## config.mk

```make
export PLATFORM = sky130hd
export DESIGN_NAME = w2h_ser_mul
export DESIGN_NICKNAME = d
export VERILOG_FILES = /design/src/rtl/weighted_2d_histogram_macros.svh /design/src/rtl/w2h_pkg.sv /design/src/rtl/w2h_ser_mul.sv
export SDC_FILE = /design/constraint.sdc
export NUM_CORES = 1
export LEC_CHECK = 0
export ABC_AREA = 1
export BUFFER_PORTS_ARGS = -buffer_cell sky130_fd_sc_hd__buf_2
export CAP_MARGIN = 25
export CORE_MARGIN = 10
export CORE_UTILIZATION = 25
export DETAILED_ROUTE_END_ITERATION = 8
export PLACE_DENSITY = 0.51
export SETUP_SLACK_MARGIN = 0.5
export SLEW_MARGIN = 20
export SYNTH_ARGS = -nofsm -noshare
export SYNTH_HDL_FRONTEND = slang
export SYNTH_SLANG_ARGS = --single-unit
```

## constraint.sdc

```tcl
create_clock -name i_clk -period 9.78 [get_ports i_clk]
set_input_delay 1.956 -clock i_clk [delete_from_list [all_inputs] [get_ports i_clk]]
set_output_delay 1.956 -clock i_clk [all_outputs]
set_load 0.1 [all_outputs]
```

## src/rtl/weighted_2d_histogram_macros.svh

```systemverilog
// assertion macros used by the histogram top level
`ifndef WEIGHTED_2D_HISTOGRAM_MACROS_SVH
`define WEIGHTED_2D_HISTOGRAM_MACROS_SVH

// same-cycle implication, disabled during reset
`define W2H_ASSERT_IMPL(label, clk, rst_n, ante, cons, msg) \
    label: assert property (@(posedge clk) disable iff (!rst_n) (ante) |-> (cons)) \
        else $error(msg);

// next-cycle implication, disabled during reset
`define W2H_ASSERT_NEXT(label, clk, rst_n, ante, cons, msg) \
    label: assert property (@(posedge clk) disable iff (!rst_n) (ante) |=> (cons)) \
        else $error(msg);

`endif

```

## src/rtl/w2h_pkg.sv

```systemverilog
// shared widths, codes and reset values of the weighted 2d histogram
`timescale 1ns / 1ps

package w2h_pkg;

    localparam int T_BINS_DEF    = 256;
    localparam int R_BINS_DEF    = 32;
    localparam int SUM_WIDTH_DEF = 48;

    localparam int TEMP_W    = 20;
    localparam int RATIO_W   = 16;
    localparam int TWIDTH_W  = 19;
    localparam int TCOUNT_W  = 9;
    localparam int RCOUNT_W  = 6;
    localparam int WEIGHT_W  = 16;
    localparam int PROD_W    = TEMP_W + WEIGHT_W;
    localparam int TIDX_W    = 8;
    localparam int RIDX_W    = 5;
    localparam int OUT_W     = 48;
    localparam int CFG_W     = 20;
    localparam int CFG_IDX_W = 3;

    localparam logic OP_ACC  = 1'b0;
    localparam logic OP_READ = 1'b1;

    typedef enum logic [CFG_IDX_W-1:0] {
        CFG_T_LOWER     = 3'd0,
        CFG_T_WIDTH     = 3'd1,
        CFG_T_BIN_COUNT = 3'd2,
        CFG_R_LOWER     = 3'd3,
        CFG_R_WIDTH     = 3'd4,
        CFG_R_BIN_COUNT = 3'd5,
        CFG_WEIGHT      = 3'd6
    } t_cfg_idx;

    localparam logic signed [TEMP_W-1:0] T_LOWER_RST     = -20'sd15998;
    localparam logic [TWIDTH_W-1:0]      T_WIDTH_RST     = 19'd64;
    localparam logic [TCOUNT_W-1:0]      T_BIN_COUNT_RST = 9'd254;
    localparam logic [RATIO_W-1:0]       R_LOWER_RST     = 16'd0;
    localparam logic [RATIO_W-1:0]       R_WIDTH_RST     = 16'd410;
    localparam logic [RCOUNT_W-1:0]      R_BIN_COUNT_RST = 6'd20;
    localparam logic [WEIGHT_W-1:0]      WEIGHT_RST      = 16'd256;

endpackage

```

## src/rtl/w2h_ser_mul.sv

```systemverilog
// shift-add multiplier, one weight bit per cycle
`timescale 1ns / 1ps

module w2h_ser_mul
    import w2h_pkg::*;
(
    input  logic                     i_clk,
    input  logic                     i_rst_n,
    input  logic                     i_start,
    input  logic signed [TEMP_W-1:0] i_temperature,
    input  logic [WEIGHT_W-1:0]      i_weight,
    output logic signed [PROD_W-1:0] o_product,
    output logic                     o_busy
);

    localparam int CW = $clog2(WEIGHT_W + 1);

    logic signed [PROD_W-1:0] r_mcand;
    logic signed [PROD_W-1:0] r_acc;
    logic [WEIGHT_W-1:0]      r_mplier;
    logic [CW-1:0]            r_cnt;
    logic                     r_busy;

    always_ff @(posedge i_clk) begin
        if (!i_rst_n) begin
            r_busy <= 1'b0;
            r_cnt  <= '0;
        end else if (i_start) begin
            r_mcand  <= PROD_W'(i_temperature);
            r_mplier <= i_weight;
            r_acc    <= '0;
            r_cnt    <= CW'(WEIGHT_W);
            r_busy   <= 1'b1;
        end else if (r_busy) begin
            if (r_mplier[0]) begin
                r_acc <= r_acc + r_mcand;
            end
            r_mcand  <= r_mcand <<< 1;
            r_mplier <= r_mplier >> 1;
            r_cnt    <= r_cnt - CW'(1);
            if (r_cnt == CW'(1)) begin
                r_busy <= 1'b0;
            end
        end
    end

    assign o_product = r_acc;
    assign o_busy    = r_busy;

endmodule

```

==> impl_metrics.json <==
{
  "first_global_vias": 5059,
  "synth_nets": 897,
  "place.gp.congestion": 0.848,
  "num_rows": 57,
  "finClkSkew_ps": 10.3,
  "cts_setup_buffers": 0,
  "relSlewSlack": 0.418,
  "crit_required_ps": 9790,
  "holdBufCountCts": 0,
  "core_mm2": 0.0242,
  "min_to": "r_cnt[4]$_SDFFE_PN0N_",
  "grt_pass1_wl_um": 26700,
  "holdCritStartpoint": "r_cnt[4]$_SDFFE_PN0N_",
  "hpwl_um": 13200,
  "synthTopCellsByArea": "edfxtp_1 43%, nand2_1 19%, ha_1 7.5%",
  "cts.sink_count": 94,
  "root_buffer": "clkbuf_16",
  "area_growth_pct": 17.7,
  "wl_per_cell_um": 13.6,
  "vdd_ir_drop_max_v": 0.0000882,
  "netlist.area_leader.share": 0.430,
  "antenna_found_initial": 0,
  "die_w_um": 177,
  "syn_area_mm2": 0.00614,
  "rsz0062_at_grt": "no",
  "r2r_setup_slack_ps": 7460,
  "worstSkewPairLatency_ps": 350,
  "synth_ff_type": "edfxtp_1",
  "synthCells": 820,
  "ys_warn_count": 0,
  "grt.overflow.total": 0,
  "vias_per_cell": 4.28,
  "die_h_um": 177,
  "grt_max_degree": 86,
  "ios": 76,
  "final_nets": 971,
  "worstReg2RegStart": "o_product[0]$_SDFFCE_PP0P_",
  "max_freq_mhz": 256,
  "clock_path_buffers": 2,
  "drc": 0,
  "hold-path-cell-count": 2,
  "pwr_density_cell_mw_per_mm2": 170,
  "async_flop_share": 0,
  "cts_inserted_buffers": 9,
  "yosysTopAreaCell": "edfxtp_1",
  "worst_slew_pin_slew_ps": 873,
  "power.leakage_nw": 3.52,
  "whs_ps": 494,
  "status": "complete, no violations",
  "die_area_mm2": 0.0312,
  "post_cts_resized": 0,
  "synth_most_common_cell": "nand2_1",
  "max_cap_violations": 0,
  "cts_tree": "built",
  "synth_area_per_cell_um2": 7.49,
  "worstSetupPathType": "input port to flop",
  "hold_violations": 0,
  "arrival_ps": 3910,
  "r2r_cells": 12,
  "synth_cell_type_count": 28,
  "fin_tns_setup_ps": 0,
  "seqCellArea_mm2": 0.00276,
  "synth_edf_count": 88,
  "nFillCells": 2722,
  "drtPass1Iterations": 5,
  "vias": 5230,
  "port_buffers": 75,
  "finalCritPeriodShare": 0.399,
  "worst-path-max-fanout": 44,
  "report.final.slew_viol_count": 0,
  "ys_seq_elements": 94,
  "htreeDepth": 3,
  "ant_nets": 0,
  "antenna_cells": 0,
  "cp-end-kind": "flop",
  "start_kind": "input port",
  "synth_common_cells": "314 x nand2_1, 105 x inv_1, 97 x nor2_1",
  "drive_gt1_frac": 0.139,
  "initialDrtViolationCount": 276,
  "yosysSeqAreaShare": 0.450,
  "worstReg2RegEnd": "o_product[32]$_SDFFCE_PP0P_",
  "clk_pin_slew_ps": 60,
  "start_util": 0.253,
  "hold_class": "flop to flop",
  "multi_input_area_mm2": 0.00292,
  "setup_violations": 0,
  "wl_um": 16600,
  "finalCriticalPeriod_ps": 3910,
  "grt.total_usage": 0.107
}
-- through the flow --
step           total power, mW  std cells  instance area, µm²  utilization  worst slack, ps
2_1_floorplan            0.763        820                6140            -             5290
3_3_place_gp             0.843       1206                6880        0.284             5490
3_5_place_dp             0.847       1207                6900        0.284             5380
4_1_cts                   1.24       1223                7230        0.298             5760
5_1_grt                   1.30       1223                7230        0.298             5610
6_report                  1.23       1223                7230        0.298             5870
-- placed cells by master, fill, tap and decap left out, drive strengths merged, types with 2 or more instances in the layout --
master / synthesis / routed
nand2: 328 / 328
inv: 105 / 105
nor2: 101 / 101
edfxtp: 88 / 88
buf: 8 / 78
a21oi: 57 / 57
ha: 37 / 37
o21ai: 31 / 31
nand3: 31 / 31
clkbuf: 7 / 11
dfxtp: 6 / 6
nor3: 5 / 5
o21bai: 4 / 4
xnor2: 2 / 2
a21o: 2 / 2
nand4: 2 / 2
bufinv: 0 / 2
clkinv: 0 / 2
-- area by class of cell --
class | count | share of cell area
clock inverter | 5 | 0.0112
tap | 324 | 0.0561
inverter | 105 | 0.0545
clock buffer | 11 | 0.0350
multi-input combinational | 606 | 0.404
sequential | 94 | 0.382
timing repair buffer | 78 | 0.0568
-- critical path: stages --
cell,delay (ps)
buf_2,600
o21ai_0,350
inv_2,520
buf_4,460
-- how the worst max path moves through the flow --
stage / from / endpoint / cells after the start
after detailed placement: i_start / r_mcand[12]$_DFFE_PP_ / 4
after global routing: i_start / r_mcand[12]$_DFFE_PP_ / 4
final: i_start / r_mcand[12]$_DFFE_PP_ / 4
after global placement: i_start / r_mcand[13]$_DFFE_PP_ / 4
after floorplan: i_start / o_product[0]$_SDFFCE_PP0P_ / 4
after CTS: i_start / r_mcand[12]$_DFFE_PP_ / 4
-- sequential cells by signal (all words and copies together), names as in the netlist --
name,count
r_mplier,16
o_busy,1
r_cnt,5
r_mcand,36
o_product,36
-- logic make-up after synthesis --
kind of cell    after synthesis  synth area share
simple gates                468             0.307
buf+inv                     120            0.0760
compound gates               97            0.0849
flops                        94             0.450
fa+ha+maj                    38            0.0786
xor+xnor                      3           0.00428
-- per-layer routing --
metal,up-vias,GRT usage,part of all wire
li1,2783,-,-
met1,2338,0.145,0.50
met2,98,0.168,0.44
met3,11,0.0218,0.045
met4,0,0.0315,0.011
met5,-,0,0
-- power breakdown --
part / internal, mW / total, mW / switching, mW
Combinational: 0.0885 / 0.339 / 0.250
Sequential: 0.479 / 0.495 / 0.0167
Clock: 0.238 / 0.392 / 0.154
Total: 0.805 / 1.23 / 0.421
Note: power is estimated with default switching activity, not from simulation.
