`config.mk`:
```
export PLATFORM = sky130hd
export DESIGN_NAME = w2h_ser_div
export DESIGN_NICKNAME = d
export VERILOG_FILES = /design/src/rtl/weighted_2d_histogram_macros.svh /design/src/rtl/w2h_ser_div.sv
export SDC_FILE = /design/constraint.sdc
export NUM_CORES = 1
export LEC_CHECK = 0
export ABC_CLOCK_PERIOD_IN_PS = 2900
export BUFFER_PORTS_ARGS = -buffer_cell sky130_fd_sc_hd__buf_4
export CORE_MARGIN = 5
export CORE_UTILIZATION = 40
export DETAILED_ROUTE_END_ITERATION = 8
export HOLD_SLACK_MARGIN = 0.12
export PLACE_DENSITY_LB_ADDON = 0.12
export SLEW_MARGIN = 10
export SYNTH_ARGS = -nofsm -noshare
export SYNTH_HDL_FRONTEND = slang
export SYNTH_SLANG_ARGS = --single-unit
export TNS_END_PERCENT = 10
```
`constraint.sdc`:
```
create_clock -name i_clk -period 2.9 [get_ports i_clk]
set_input_delay 0.29 -clock i_clk [delete_from_list [all_inputs] [get_ports i_clk]]
set_output_delay 0.29 -clock i_clk [all_outputs]
set_load 0.02 [all_outputs]
```
`src/rtl/weighted_2d_histogram_macros.svh`:
```
// assertion macros used by the histogram top level
`ifndef WEIGHTED_2D_HISTOGRAM_MACROS_SVH
`define WEIGHTED_2D_HISTOGRAM_MACROS_SVH

// same-cycle implication, disabled during reset
`define W2H_ASSERT_IMPL(label, clk, rst_n, ante, cons, msg) \
    label: assert property (@(posedge clk) disable iff (!rst_n) (ante) |-> (cons)) \
        else $error(msg);

// next-cycle implication, disabled during reset
`define W2H_ASSERT_NEXT(label, clk, rst_n, ante, cons, msg) \
    label: assert property (@(posedge clk) disable iff (!rst_n) (ante) |=> (cons)) \
        else $error(msg);

`endif

```
`src/rtl/w2h_ser_div.sv`:
```
// restoring divider, one quotient bit per cycle
`timescale 1ns / 1ps

module w2h_ser_div #(
    parameter int N = 20,
    parameter int D = 19
) (
    input  logic         i_clk,
    input  logic         i_rst_n,
    input  logic         i_start,
    input  logic [N-1:0] i_dividend,
    input  logic [D-1:0] i_divisor,
    output logic [N-1:0] o_quotient,
    output logic         o_busy
);

    localparam int CW = $clog2(N + 1);

    logic [N-1:0]  r_quo;
    logic [D-1:0]  r_rem;
    logic [D-1:0]  r_div;
    logic [CW-1:0] r_cnt;
    logic          r_busy;

    logic [D:0]    w_trial;
    logic [D:0]    w_diff;
    logic          w_fits;
    logic [D-1:0]  w_rem_next;
    logic [N:0]    w_quo_sh;

    always_comb begin
        w_trial    = {r_rem, r_quo[N-1]};
        w_diff     = w_trial - {1'b0, r_div};
        w_fits     = (w_trial >= {1'b0, r_div});
        w_rem_next = w_fits ? w_diff[D-1:0] : w_trial[D-1:0];
        w_quo_sh   = {r_quo, w_fits};
    end

    always_ff @(posedge i_clk) begin
        if (!i_rst_n) begin
            r_busy <= 1'b0;
            r_cnt  <= '0;
        end else if (i_start) begin
            r_quo  <= i_dividend;
            r_rem  <= '0;
            r_div  <= i_divisor;
            r_cnt  <= CW'(N);
            r_busy <= 1'b1;
        end else if (r_busy) begin
            r_quo <= w_quo_sh[N-1:0];
            r_rem <= w_rem_next;
            r_cnt <= r_cnt - CW'(1);
            if (r_cnt == CW'(1)) begin
                r_busy <= 1'b0;
            end
        end
    end

    assign o_quotient = r_quo;
    assign o_busy     = r_busy;

endmodule

```
==> metrics list, run 1 <==
* Number of top-level design ports: 63
* Worst-path maximum fanout: 7
- End-of-flow core utilization: 52.47%
- ANT cells: 0
- Cells after synthesis: 320
- Fin. max-slew vios: 0
- Hold timing on the final database bottoms out at a slack of 0.2156 ns.
* Proportion of layout cells with a drive suffix above 1: 32.54%
- Chip width: 107.1 µm
- STA classifies the critical path startpoint as a flop.
- Number of register bits inferred by synthesis: 64
* Number of endpoints failing setup at the final stage: 0
- Detailed placement ended at an HPWL of 5.631 mm.
- Kind of end point of the critical path: flop
- In this run the worst setup path begins at o_quotient[19].
* Number of max-cap violations: 0
* Area enclosed by the die boundary: 0.01148 mm²
- Worst Hold Path Cells: 3
- The number of nets handed over by synthesis was 384.
* RR Endpoint: r_rem[5]
- The top cell type by area accounts for 46.15% of the synthesized area.
- Required time reported for the critical path endpoint: 3.07 ns
* Number of hold violations in the final report: 0
- Based on the critical path, the design can be clocked at up to 368.5 MHz.
- Post-synthesis cell type with the largest combined area: edfxtp_1
- Global-route usage over all layers: 14.30%
- Dividing the detail-routed wire length by the instance count gives 14.67 µm.
* Number of distinct library cells after synthesis: 63
- The number of global-route vias before repair is 2634.
- Entering global routing, the biggest net connects 37 pins.
* Die height: 107.1 µm
* Core box area: 0.009240 mm²
- After synthesis, the mean cell area works out to 11.79 µm².
* GPL Wtd Cong: 0.8253
* Sequential share of the synthesized area: 49.34%
- Final layout net count: 480
- Post-Syn Area: 0.003774 mm²
- CTS sink cnt: 64
* Worst Tran Pin Value: 0.5671 ns
- Row generation in the floorplan step produced 35 rows.
- Static Leak: 1.996 nW
* Clock slew at the register clock pins of the worst setup and hold paths: 0.08 ns
* Remaining antenna violation count: 0
* Wire length of the first global-routing pass: 12.87 mm
- Initial antenna violation count: 0
- Clock Tree Root: clkbuf_8
* Top_reg_cell synth: edfxtp_1
- For the worst setup path, the data arrival time is 2.88 ns.
- Minimum setup slack after placement: 0.1376 ns
- In the final timing run, aggregate negative setup slack is 0 ns.
* Area grow syn2layout: 28.48%
- The H-tree was split into 3 levels.
- Counting cells, the worst reg-to-reg path comes to 12.
- Worst setup skew after layout: 0.009534 ns
- The final critical path takes up 93.58% of the cycle.
- Max stage delay cell, worst path: fa_1
- The number of clock buffers added by TritonCTS is 9.
- For this run, asynchronously set or reset flops after synthesis account for 0%.
- Clock latency on the worst-skew pair, taken at its later pin, is 0.34 ns.
- Yosys mapped a number of flops with a built-in enable equal to 58.
- The first detailed-routing pass took 4 iterations.
* Worst Hold Class: in -> reg
* Maximum buffer depth of the clock tree: 2
- Final worst setup slack: 0.1862 ns
- Port Buffer Count: 62
- The initial utilization of the core area, before any placement, comes to 40.84%.
* Startpoint of the worst-slack reg-to-reg timing path: o_quotient[19]
* Synth warn: 0
* Status: complete, no violations
- Cell chain of the critical path: inv_1 > ha_1 > fa_1 > nand2b_1 > a21oi_2 > o311a_4 > a21o_4 > o2bb2ai_4 > buf_6 > buf_4 > nor2_2 > a211oi_2
* Main area contributors after synthesis: edfxtp_1 (46%), ha_1 (7.0%), mux2_2 (6.0%)
- Number of DRC markers in iteration 0: 119
- Vias per cell: 4.902
- Total overflow reported by the global router: 0
- Power per standard cell area: 575.3 mW/mm²
- Number of remaining DRC errors: 0
- The worst pin sits at a relative slew slack of 61.80%.
- Critical setup path kind: reg -> reg
- For flop-to-flop paths, the worst setup slack is 0.19 ns.
* Total vias in the final route: 2696
- TritonCTS clock tree: built
- Final critical-path required period: 2.714 ns
- Delay of the slowest cell on the worst path: 0.41 ns
- Final wirelength: 8.070 mm
* Maximum VDD drop: 273.8 µV
* Destination of the critical timing path: r_rem[5]
[timing repair]
action / CTS / global route
gates resized for setup: 0 / 2
hold buffers: 19 / 0
setup endpoints to repair: 0 / 10
setup buffers: 0 / 3
hold endpoints to repair: 19 / 0
[cells in the mapped netlist, types with 2 or more instances]
cell       n
a21o_1     4
or3_1      3
a211oi_1   3
a21boi_0   2
xnor2_1    8
o21a_1     7
nor2_2     4
dfxtp_1    6
nand2_1   18
xor2_1     7
nor2b_1    2
nor4_1     3
inv_1     27
o32ai_2    2
a211oi_2   2
mux2_4     2
buf_6      4
nor2_1    21
and2_1     2
a21oi_2    2
o22ai_1    4
a31oi_1    3
o21ai_0   10
mux2_2    20
a21oi_1   17
ha_1      21
o211ai_1   4
mux2i_1    7
clkbuf_1   2
nand4_1    4
nand2b_2   2
edfxtp_1  58
a211o_1    2
nand2b_1   3
nand3_1    6
[worst max-delay path, delay by kind of cell, from the launching register on]
kind	cells	cell delay [ns]
AOI/OAI and AO/OA	5	0.94
adders and majority gates	2	0.64
buffers and inverters	3	0.37
DFF	1	0.35
and+or+nand+nor	2	0.24
[placed cells by master, fill, tap and decap left out, drive strengths merged, types with 3 or more instances in the layout]
master,n
clkbuf,12
buf,76
dfxtp,6
o21a,7
edfxtp,58
clkinv,4
nand2,19
o211ai,5
mux2i,7
xnor2,8
a211oi,5
ha,21
inv,28
nand2b,6
xor2,7
or3,3
nor2,25
nand4,4
nor4,3
nand3,6
o22ai,4
mux2,22
a21oi,19
a21o,6
and2,3
o21ai,11
a31oi,3
dlygate4sd3,19
[kinds of logic (layout without fill, tap and decap cells)]
family | count (synthesis) | after routing | share of synthesized area (%)
AO/OA/AOI/OAI | 75 | 75 | 15.38
XOR/XNOR | 15 | 15 | 3.482
adder cells (fa/ha/maj) | 22 | 22 | 7.493
buffers and inverters | 38 | 139 | 4.874
flip-flops | 64 | 64 | 49.34
multiplexers | 29 | 29 | 8.621
AND/OR/NAND/NOR | 77 | 77 | 10.81
[power breakdown]
| part | switching (mW) | total (mW) | internal, mW |
|---|---|---|---|
| Clock | 0.368 | 0.788 | 0.420 |
| Combinational | 0.436 | 0.851 | 0.414 |
| Sequential | 0.0436 | 1.15 | 1.11 |
| Total | 0.847 | 2.79 | 1.94 |
[layer usage]
metal	track usage (%)	part of all wire (%)	up-vias
met1	20.00	49	1253
met2	21.40	45	56
met5	0	0	-
met3	3.371	4.4	7
met4	5.479	1.4	0
li1	-	-	1380
[cell type report]
class                      instances  area (µm²)
inverter                          28       105.1
clock buffer                      12       177.7
clock inverter                     4       32.53
fill                             838        4392
multi-input combinational        218        1729
timing repair buffer              95       780.7
sequential                        64        1862
tap                              129       161.4
[through the flow]
stage / power (mW) / instances / area, µm²
2_1_floorplan: 1.760 / 320 / 3774
3_3_place_gp: 1.968 / 512 / 4418
3_5_place_dp: 1.974 / 512 / 4418
4_1_cts: 2.801 / 547 / 4818
5_1_grt: 2.950 / 550 / 4848
6_report: 2.789 / 550 / 4848
[registers in the layout, summed over array words and instances (netlist names)]
name,flops
o_quotient,20
o_busy,1
r_rem,19
r_cnt,5
r_div,19
[how the worst min path moves through the flow]
stage / from / slack [ns] / to
3_5_place_dp: i_divisor[2] / 0.47 / r_div[2]
5_1_grt: i_dividend[0] / 0.21 / o_quotient[0]
4_1_cts: i_dividend[0] / 0.20 / o_quotient[0]
6_report: i_dividend[0] / 0.22 / o_quotient[0]
3_3_place_gp: i_divisor[7] / 0.47 / r_div[7]
2_1_floorplan: i_divisor[0] / 0.39 / r_div[0]
Power figures use the tool's default switching activity.
==> run 2, diff against run 1 <==
Settings changed: ABC_AREA from default to 1, CORE_MARGIN 5 to 1.
==> metrics list, run 2 <==
- Number of DRC markers in iteration 0: 173
- At the worst endpoint, the arrival time is 2.63 ns.
- Fraction of registers with async set or reset after synthesis: 0%
- Number of H-tree levels: 3
- Number of hold violations in the final report: 0
* Relative max-transition margin: 29.46%
* Maximum buffer depth of the clock tree: 2
- For this block, the via count after detailed routing is 3475.
- Syn nets: 583
- TritonCTS built the clock tree.
* Average footprint of a synthesized cell: 7.654 µm²
- Input and output buffers added on the ports amount to 62.
- At the end of routability-driven placement, the weighted congestion stood at 0.9146.
- For the pin with the worst max-slew slack, the measured transition is 1.057 ns.
* Critical setup path kind: reg -> reg
- Effective utilization at floorplan: 41.02%
* Most common library cell in the layout ignoring fill and taps: nand2_1
- The count of nets left with antenna violations once routing finished came out at 0.
- Initial antenna violation count: 0
- ANT cells: 0
* WHS: 0.1963 ns
* Fin. max-slew vios: 0
- Cell chain of the critical path: inv_1 > ha_1 > fa_1 > nand3b_1 > nand2_1 > nand2_1 > nand3_1 > nand3_1 > nand3_1 > a21oi_2
- Number of endpoints failing setup at the final stage: 0
* Sequential share of the synthesized area: 46.87%
* List of most frequent post-synthesis cells: nand2_1 (216), inv_1 (84), edfxtp_1 (58)
- Core box area: 0.009684 mm²
- Clock slew at the register clock pins of the worst setup and hold paths: 0.08 ns
- On the worst path, the slowest cell contributes a delay of 0.43 ns.
* Clock buffer count from CTS: 9
* Required time reported for the critical path endpoint: 2.99 ns
* Hold Path Origin: i_rst_n
- Leading cell type by number of instances after synthesis: nand2_1
- In this run the power density over the cells is 574.3 mW/mm².
* Die height: 101.7 µm
- The setup check on the worst reg-to-reg path leaves a slack of 0.37 ns.
- The routed design has 9.090 mm of wire.
- Wire length of the first global-routing pass: 15.08 mm
- The tool flagged a number of max-cap violations equal to 0.
- Final critical-path required period: 2.534 ns
* Cells after synthesis: 519
* Flip-flop count of the largest register after layout: 20
* Multi-input gate area: 0.001729 mm²
* Top_reg_cell synth: edfxtp_1
- 63 I/O pins were placed.
* Vias per cell: 4.683
- The worst setup path is launched from a flop.
- Worst-path maximum fanout: 8
* Number of register bits inferred by synthesis: 64
- Max stage delay cell, worst path: fa_1
- Area enclosed by the die boundary: 0.01033 mm²
- The synthesized design devotes to its leading area cell type 43.84% of total area.
- The path class of the tightest hold or removal check is in -> reg.
* Number of flops mapped to enable cells by yosys: 58
- Main area contributors after synthesis: edfxtp_1 (44%), nand2_1 (20%), inv_1 (7.9%)
* Post-Syn Area: 0.003973 mm²
* Fill cells: 968
- Number of cell rows: 36
* Number of cells upsized or downsized after cts: 0
- Based on the critical path, the design can be clocked at up to 394.6 MHz.
* Register area: 0.001862 mm²
- Clock Tree Root: clkbuf_8
- Kind of end point of the critical path: flop
- Clock latency on the worst-skew pair: 0.35 ns
* Critical path's most frequent cell: nand3_1
- VDD sags by at most 234.1 µV.
- Aggregate negative setup slack: 0 ns
* Number of remaining DRC errors: 0
* Ratio of final minimum period to clock period: 87.38%
* Via count of the first global-routing pass: 3295
- The run finished with clean final reports.
- Clock skew on the completed layout was measured at 0.01049 ns.
- Before antenna repair, the detailed router went through 4 iterations.
* Proportion of layout cells with a drive suffix above 1: 14.61%
* Area grow syn2layout: 24.82%
- Commonest cells after routing, fill and taps aside: nand2_1 (216), inv_1 (84), buf_4 (64), edfxtp_1 (58), nor2_1 (37)
- Number of distinct library cells after synthesis: 30
- Synth warn: 0
- The most critical setup path has its startpoint at o_quotient[19].
- Counting every sink on the clock net gives 64.
* Chip width: 101.7 µm
- Setup repair after global routing left no endpoint under its margin.
- Global-route usage over all layers: 19.18%
- Startpoint of the worst-slack reg-to-reg timing path: o_quotient[19]
- Post-synthesis cell type with the largest combined area: edfxtp_1
- Post-detail-place hpwl: 6.516 mm
- Total overflow reported by the global router: 0
- Entering global routing, the biggest net connects 40 pins.
- Static Leak: 2.511 nW
- WL/cell: 12.25 µm
- The final layout contains 668 nets.
-- run 2: cell count changes after synthesis, sizes merged, moves of 6 or more --
cell	change
a21o	-6
inv	+59
mux2	-22
mux2i	-7
nand2	+201
nand2b	-6
nand3	+16
nand3b	+6
nor2	+14
o21a	-7
o21ai	-9
xnor2	-8
-- run 2: layout make-up --
| class | count | share of cell area [%] |
|---|---|---|
| repair buffers | 84 | 13.93 |
| multi-input cells | 359 | 34.87 |
| clock inverters | 6 | 1.211 |
| clock buffers | 10 | 2.574 |
| well taps | 133 | 3.356 |
| flip-flops and latches | 64 | 37.55 |
| inverters | 86 | 6.510 |
-- run 2: metrics by stage --
step | worst slack (ns) | util [%] | cells | cell area (µm²) | power [mW]
CTS | 0.3535 | 51.20 | 742 | 4959 | 2.880
global placement | 0.4023 | 47.30 | 707 | 4581 | 2.082
floorplan | 0.6672 | - | 519 | 3973 | 1.848
finish | 0.3658 | 51.20 | 742 | 4959 | 2.848
detailed placement | 0.3743 | 47.30 | 707 | 4581 | 2.094
global route | 0.1734 | 51.20 | 742 | 4959 | 3.055
-- run 2: cells by family after synthesis --
logic type | count (synthesis) | synth area share (%)
xor+xnor | 7 | 1.543
compound gates | 28 | 3.874
buf+inv | 96 | 9.606
simple gates | 302 | 30.99
flops | 64 | 46.87
fa+ha+maj | 22 | 7.118
-- run 2: worst max-delay path, delay by kind of cell, from the launching register on --
kind,cells,cell delay (ns)
flip-flops,1,0.39
adder cells (fa/ha/maj),2,0.65
AND/OR/NAND/NOR,6,1.11
buffers and inverters,1,0.06
AO/OA/AOI/OAI,1,0.07
-- run 2: layer usage --
layer	wire length (µm)	part of all wire, %	global-route usage, %
met1	4280	47	23.80
met3	439	4.8	4.693
met2	4212	46	32.12
met4	157	1.7	7.358
met5	0	0	0
-- run 2: path summary, 6_finish.rpt --
check	end	cells after the start
worst min-delay path	r_cnt[4]	3
worst max register to register	r_rem[10]	10
worst max-delay path	r_rem[10]	10
worst min register to register	r_cnt[4]	2
-- run 2: power by group --
part	switching, mW	total [mW]	internal (mW)
clock	0.361	0.754	0.393
sequential	0.0504	1.18	1.13
combinational	0.559	0.913	0.354
total	0.971	2.85	1.88
-- run 2: repair_timing --
item | in CTS | in global routing
buffers inserted | 0 | 0
endpoints found under the setup margin | 0 | 0
hold buffers | 19 | 0
hold endpoints to repair | 19 | 0
